## src/sv/fixed_point_dft_defines.svh

```systemverilog
// Assertion macros shared by the fixed-point DFT design.
`ifndef FIXED_POINT_DFT_DEFINES_SVH
`define FIXED_POINT_DFT_DEFINES_SVH

// Same-cycle implication, sampled on clock and disabled during reset.
`define FPDFT_ASSERT_NOW(label, ante, cons, msg) \
   label: assert property (@(posedge clock) disable iff (reset) (ante) |-> (cons)) \
      else $error(msg);

// Next-cycle implication, sampled on clock and disabled during reset.
`define FPDFT_ASSERT_NEXT(label, ante, cons, msg) \
   label: assert property (@(posedge clock) disable iff (reset) (ante) |=> (cons)) \
      else $error(msg);

`endif

```

## src/sv/fpdft_pkg.sv

```systemverilog
// Types, constants and arithmetic helpers for the fixed-point DFT.
`timescale 1ns / 1ps

package fpdft_pkg;

   // Block size and field widths.
   localparam int POINTS     = 64;
   localparam int IDX_W      = 6;
   localparam int SAMPLE_W   = 16;
   localparam int SUM_W      = 24;
   localparam int POWER_W    = 46;
   localparam int REQ_DATA_W = 32;
   localparam int RSP_DATA_W = 104;

   localparam logic [IDX_W-1:0] BIN_LAST = IDX_W'(POINTS - 1);

   // Quarter-wave twiddle table: round(32767 * cos(2*pi*m/POINTS)), m = 0 .. POINTS/4.
   localparam int QUARTER = POINTS / 4;
   localparam int QTR_W   = 5;
   localparam logic signed [SAMPLE_W-1:0] QUARTER_TABLE [0:QUARTER] = '{
      16'sd32767, 16'sd32609, 16'sd32137, 16'sd31356, 16'sd30273, 16'sd28898,
      16'sd27245, 16'sd25329, 16'sd23170, 16'sd20787, 16'sd18204, 16'sd15446,
      16'sd12539, 16'sd9512,  16'sd6393,  16'sd3212,  16'sd0
   };

   // Q15 product limits.
   localparam logic signed [2*SAMPLE_W-1:0] PRODUCT_SAT = 32'sh4000_0000;
   localparam logic signed [SAMPLE_W-1:0]   SAMPLE_MAX  = 16'sh7FFF;
   localparam logic signed [SAMPLE_W-1:0]   SAMPLE_MIN  = 16'sh8000;

   typedef struct packed {
      logic signed [SAMPLE_W-1:0] cos_val;
      logic signed [SAMPLE_W-1:0] sin_val;
   } twiddle_type;

   // Control tag that travels with each term through the MAC pipeline.
   typedef struct packed {
      logic valid;
      logic first;
      logic last;
   } mac_ctrl_type;

   // Full-circle twiddle pair built from the quarter table by quadrant symmetry.
   function automatic twiddle_type twiddle(input logic [IDX_W-1:0] idx);
      logic [1:0]                 quad;
      logic [QTR_W-1:0]           near_idx;
      logic [QTR_W-1:0]           far_idx;
      logic signed [SAMPLE_W-1:0] near_val;
      logic signed [SAMPLE_W-1:0] far_val;
      twiddle_type                tw;
      quad     = idx[IDX_W-1 -: 2];
      near_idx = {1'b0, idx[IDX_W-3:0]};
      far_idx  = QTR_W'(QUARTER) - near_idx;
      near_val = QUARTER_TABLE[near_idx];
      far_val  = QUARTER_TABLE[far_idx];
      unique case (quad)
         2'd0: begin
            tw.cos_val = near_val;
            tw.sin_val = far_val;
         end
         2'd1: begin
            tw.cos_val = -far_val;
            tw.sin_val = near_val;
         end
         2'd2: begin
            tw.cos_val = -near_val;
            tw.sin_val = -far_val;
         end
         default: begin
            tw.cos_val = far_val;
            tw.sin_val = -near_val;
         end
      endcase
      return tw;
   endfunction

   // Q15 multiply with floor shift; the one overflowing product saturates.
   function automatic logic signed [SAMPLE_W-1:0] smpy(
      input logic signed [SAMPLE_W-1:0] a,
      input logic signed [SAMPLE_W-1:0] b
   );
      logic signed [2*SAMPLE_W-1:0] prod;
      prod = a * b;
      if (prod == PRODUCT_SAT) begin
         return SAMPLE_MAX;
      end
      return prod[2*SAMPLE_W-2:SAMPLE_W-1];
   endfunction

endpackage

```

## src/sv/fpdft_cell.sv

```systemverilog
// One sample cell of the rotating sample chain.
`timescale 1ns / 1ps

module fpdft_cell (
   input  logic                                    clock,
   input  logic                                    shift_en,
   input  logic signed [fpdft_pkg::SAMPLE_W-1:0]   in_real,
   input  logic signed [fpdft_pkg::SAMPLE_W-1:0]   in_imag,
   output logic signed [fpdft_pkg::SAMPLE_W-1:0]   out_real,
   output logic signed [fpdft_pkg::SAMPLE_W-1:0]   out_imag
);
   import fpdft_pkg::*;

   logic signed [SAMPLE_W-1:0] real_ff;
   logic signed [SAMPLE_W-1:0] imag_ff;
   logic signed [SAMPLE_W-1:0] real_in;
   logic signed [SAMPLE_W-1:0] imag_in;

   // Take the neighbour's sample on a shift, otherwise hold.
   always_comb begin
      real_in = shift_en ? in_real : real_ff;
      imag_in = shift_en ? in_imag : imag_ff;
   end

   always_ff @(posedge clock) begin
      real_ff <= real_in;
      imag_ff <= imag_in;
   end

   assign out_real = real_ff;
   assign out_imag = imag_ff;

endmodule

```

## config.mk

```make
export PLATFORM = sky130hd
export DESIGN_NAME = fpdft_cell
export DESIGN_NICKNAME = d
export VERILOG_FILES = /design/src/sv/fixed_point_dft_defines.svh /design/src/sv/fpdft_pkg.sv /design/src/sv/fpdft_cell.sv
export SDC_FILE = /design/constraint.sdc
export NUM_CORES = 1
export LEC_CHECK = 0
export ABC_AREA = 1
export BUFFER_PORTS_ARGS = -buffer_cell sky130_fd_sc_hd__buf_4
export CAP_MARGIN = 20
export CELL_PAD_IN_SITES_DETAIL_PLACEMENT = 0
export CELL_PAD_IN_SITES_GLOBAL_PLACEMENT = 1
export CORE_MARGIN = 3
export CORE_UTILIZATION = 31
export DETAILED_ROUTE_END_ITERATION = 8
export PLACE_DENSITY_LB_ADDON = 0.1
export SLEW_MARGIN = 20
export SYNTH_ARGS = -nofsm -noshare
export SYNTH_HDL_FRONTEND = slang
export SYNTH_SLANG_ARGS = --single-unit
```

## constraint.sdc

```tcl
create_clock -name clock -period 0.8 [get_ports clock]
set_clock_uncertainty 0.2 [all_clocks]
set_input_delay 0.08 -clock clock [delete_from_list [all_inputs] [get_ports clock]]
set_output_delay 0.08 -clock clock [all_outputs]
set_load 0.05 [all_outputs]
```

==> results.ini <==
[synthesis]
ys_seq_elements=32
yosys-top-cells-count=32 x edfxtp_1
synth_cell_type_count=1
syn_avg_cell_area_sq_um=30.0
synth_xor_area_share_pct=0
ys.flop_type=edfxtp_1
yosysWarnings=0
synthAdderAreaFrac_pct=0
ys_top_cells_by_area=edfxtp_1 100%
synth.most_common_cell=edfxtp_1
synth_nets=66
synth_enable_flop_cells=32
muxShareOfSynthArea_pct=0
synth_compound_area_share_pct=0
ys_seq_area_share_pct=100
yosysTopAreaCell=edfxtp_1
synthesis.instances=32
syn_area_sq_um=961
synthArstFlopShare_pct=0
synthSimpleGateAreaFrac_pct=0
yosys.area.top_type_share_pct=100

[timing]
relSlewSlack_pct=92.5
fin_crit_ns=1.17
rsz0062_at_grt=yes
hold_viol_final=64
tns_ns=-11.06
drv_slew=0
fin_crit_sh_pct=146
setup_violations=32
worstMarginPinSlew_ns=0.112
fmax_mhz=855
whs_ns=-0.265
worst_slack_ns=-0.369

[clocking]
cts_num_sinks=32
cts-root-buf=clkbuf_4
cts_max_path_buffers=2
clk_pin_slew_ns=0.08
cts_setup_buffers=0
cts_buffers=5
cts_tree=built
htreeDepth=2

[global_routing]
antenna_found_initial=0
grt-ovfl-total=0
grt_pass1_vias=632
grt_usage_pct=11.0
grt_pass1_wl_um=2800
grt_max_degree=18

[placement]
gp_congestion=0.624
post-place-ws_ns=-0.0508
port_buffers=65

[setup_path]
required_ns=0.52
path_buf_inv=1
critical_path.top_delay_family=flip-flops
startpoint_type=register
end_kind=output port
crit_fanout=1
critPathKind=reg -> out
worstPathCellList=buf_6
slowest_delay_ns=0.40
cp_data_arrival_time_ns=0.89
cpMaxStageDelayCell=edfxtp_1

[pwr]
leakagePower_nw=0.707
peakVddDrop_v=0.00105
switching_share_pct=28.7
p_comb_share_pct=24.5
clkPwrFrac_pct=20.1
cell_internal_pwr_mw=2.64
power.density_mw_per_mm2=2200
switchingPower_mw=1.06
share_seq_of_total_power_pct=55.3

[run_status]
violations=negative hold slack, negative setup slack
outcome=complete, but fails checks

[floorplanning]
die_area_sq_mm=0.00380
dieWidth_um=61.7
die_y_um=61.7
num_rows=19
coreArea_sq_mm=0.00285
initial_core_util_pct=33.7
ios=66

[detailed_routing]
drt-vias-per-instance=4.38
antenna_left=0
drt_iter0_markers=19
wl_met2_um=895
drt-met1-wl_um=674
met3WireLength_um=218
num_vias=591
firstDrtPassIters=3
top_layer=met4
route.detailed.drc=0
post_drt_wl_per_cell_um=13.6
wirelength_um=1840

[final_layout]
multi_input_area_sq_um=0
drive_above_1_share_pct=69.2
multi_input_gates=0
num_antenna_cells=0
area_growth_pct=75.4
nets=140

[job]
maxCapViolCount=0

[worst_hold_path]
min_path_type=in -> reg

## power groups by stage
stage                     clock (mW)  sequential (mW)  combinational (mW)
final                          0.746             2.05               0.908
after CTS                      0.797             2.05               0.917
after global placement             0             2.06               0.836
after global routing           0.859             2.07               0.943
after detailed placement           0             2.06               0.839
after floorplan                    0             2.53                   0
## metrics by stage
stage	utilization (%)	instance area [sq um]	hold slack (ns)	instances	power (mW)
6_report	59.1	1690	-0.265	135	3.70
5_1_grt	59.1	1690	-0.300	135	3.87
3_3_place_gp	53.6	1530	0.0585	130	2.90
2_1_floorplan	-	961	-0.0211	32	2.53
3_5_place_dp	53.6	1530	0.0593	130	2.90
4_1_cts	59.1	1690	-0.290	135	3.76
## kinds of logic after synthesis
kind of cell  count (synthesis)
flops                        32
## layout by cell type, fill, tap and decap left out, drive strengths merged
cell / synthesis / final
edfxtp: 32 / 32
buf: 0 / 67
clkbuf: 0 / 5
## area by class of cell
cell class	count	area (sq um)
repair buffers	67	648
well taps	31	38.8
clock buffers	5	37.5
flip-flops and latches	32	961
fillers	232	1170
## registers in the layout (all words and copies together) (netlist names)
register / cells
out_imag: 16
out_real: 16
## per-layer routing
layer / track usage, % / up-vias
met1: 12.7 / 264
met4: 8.18 / 0
li1: - / 276
met5: 0 / -
met2: 16.1 / 45
met3: 4.82 / 6
## worst paths after layout
| path | start | to | slack, ns | cells past startpoint |
|---|---|---|---|---|
| hold / removal | in_real[9] | out_real[9] | -0.27 | 1 |
| setup / recovery | out_imag[4] | out_imag[4] | -0.37 | 1 |
## what timing repair did
| action | in CTS | in global routing |
|---|---|---|
| endpoints found under the hold margin | 64 | 64 |
| pin swaps | 0 | 0 |
| gates resized for setup | 32 | 0 |
| cloned | 0 | 0 |
| setup endpoints to repair | 32 | 32 |
(Power assumes the default switching activity.)
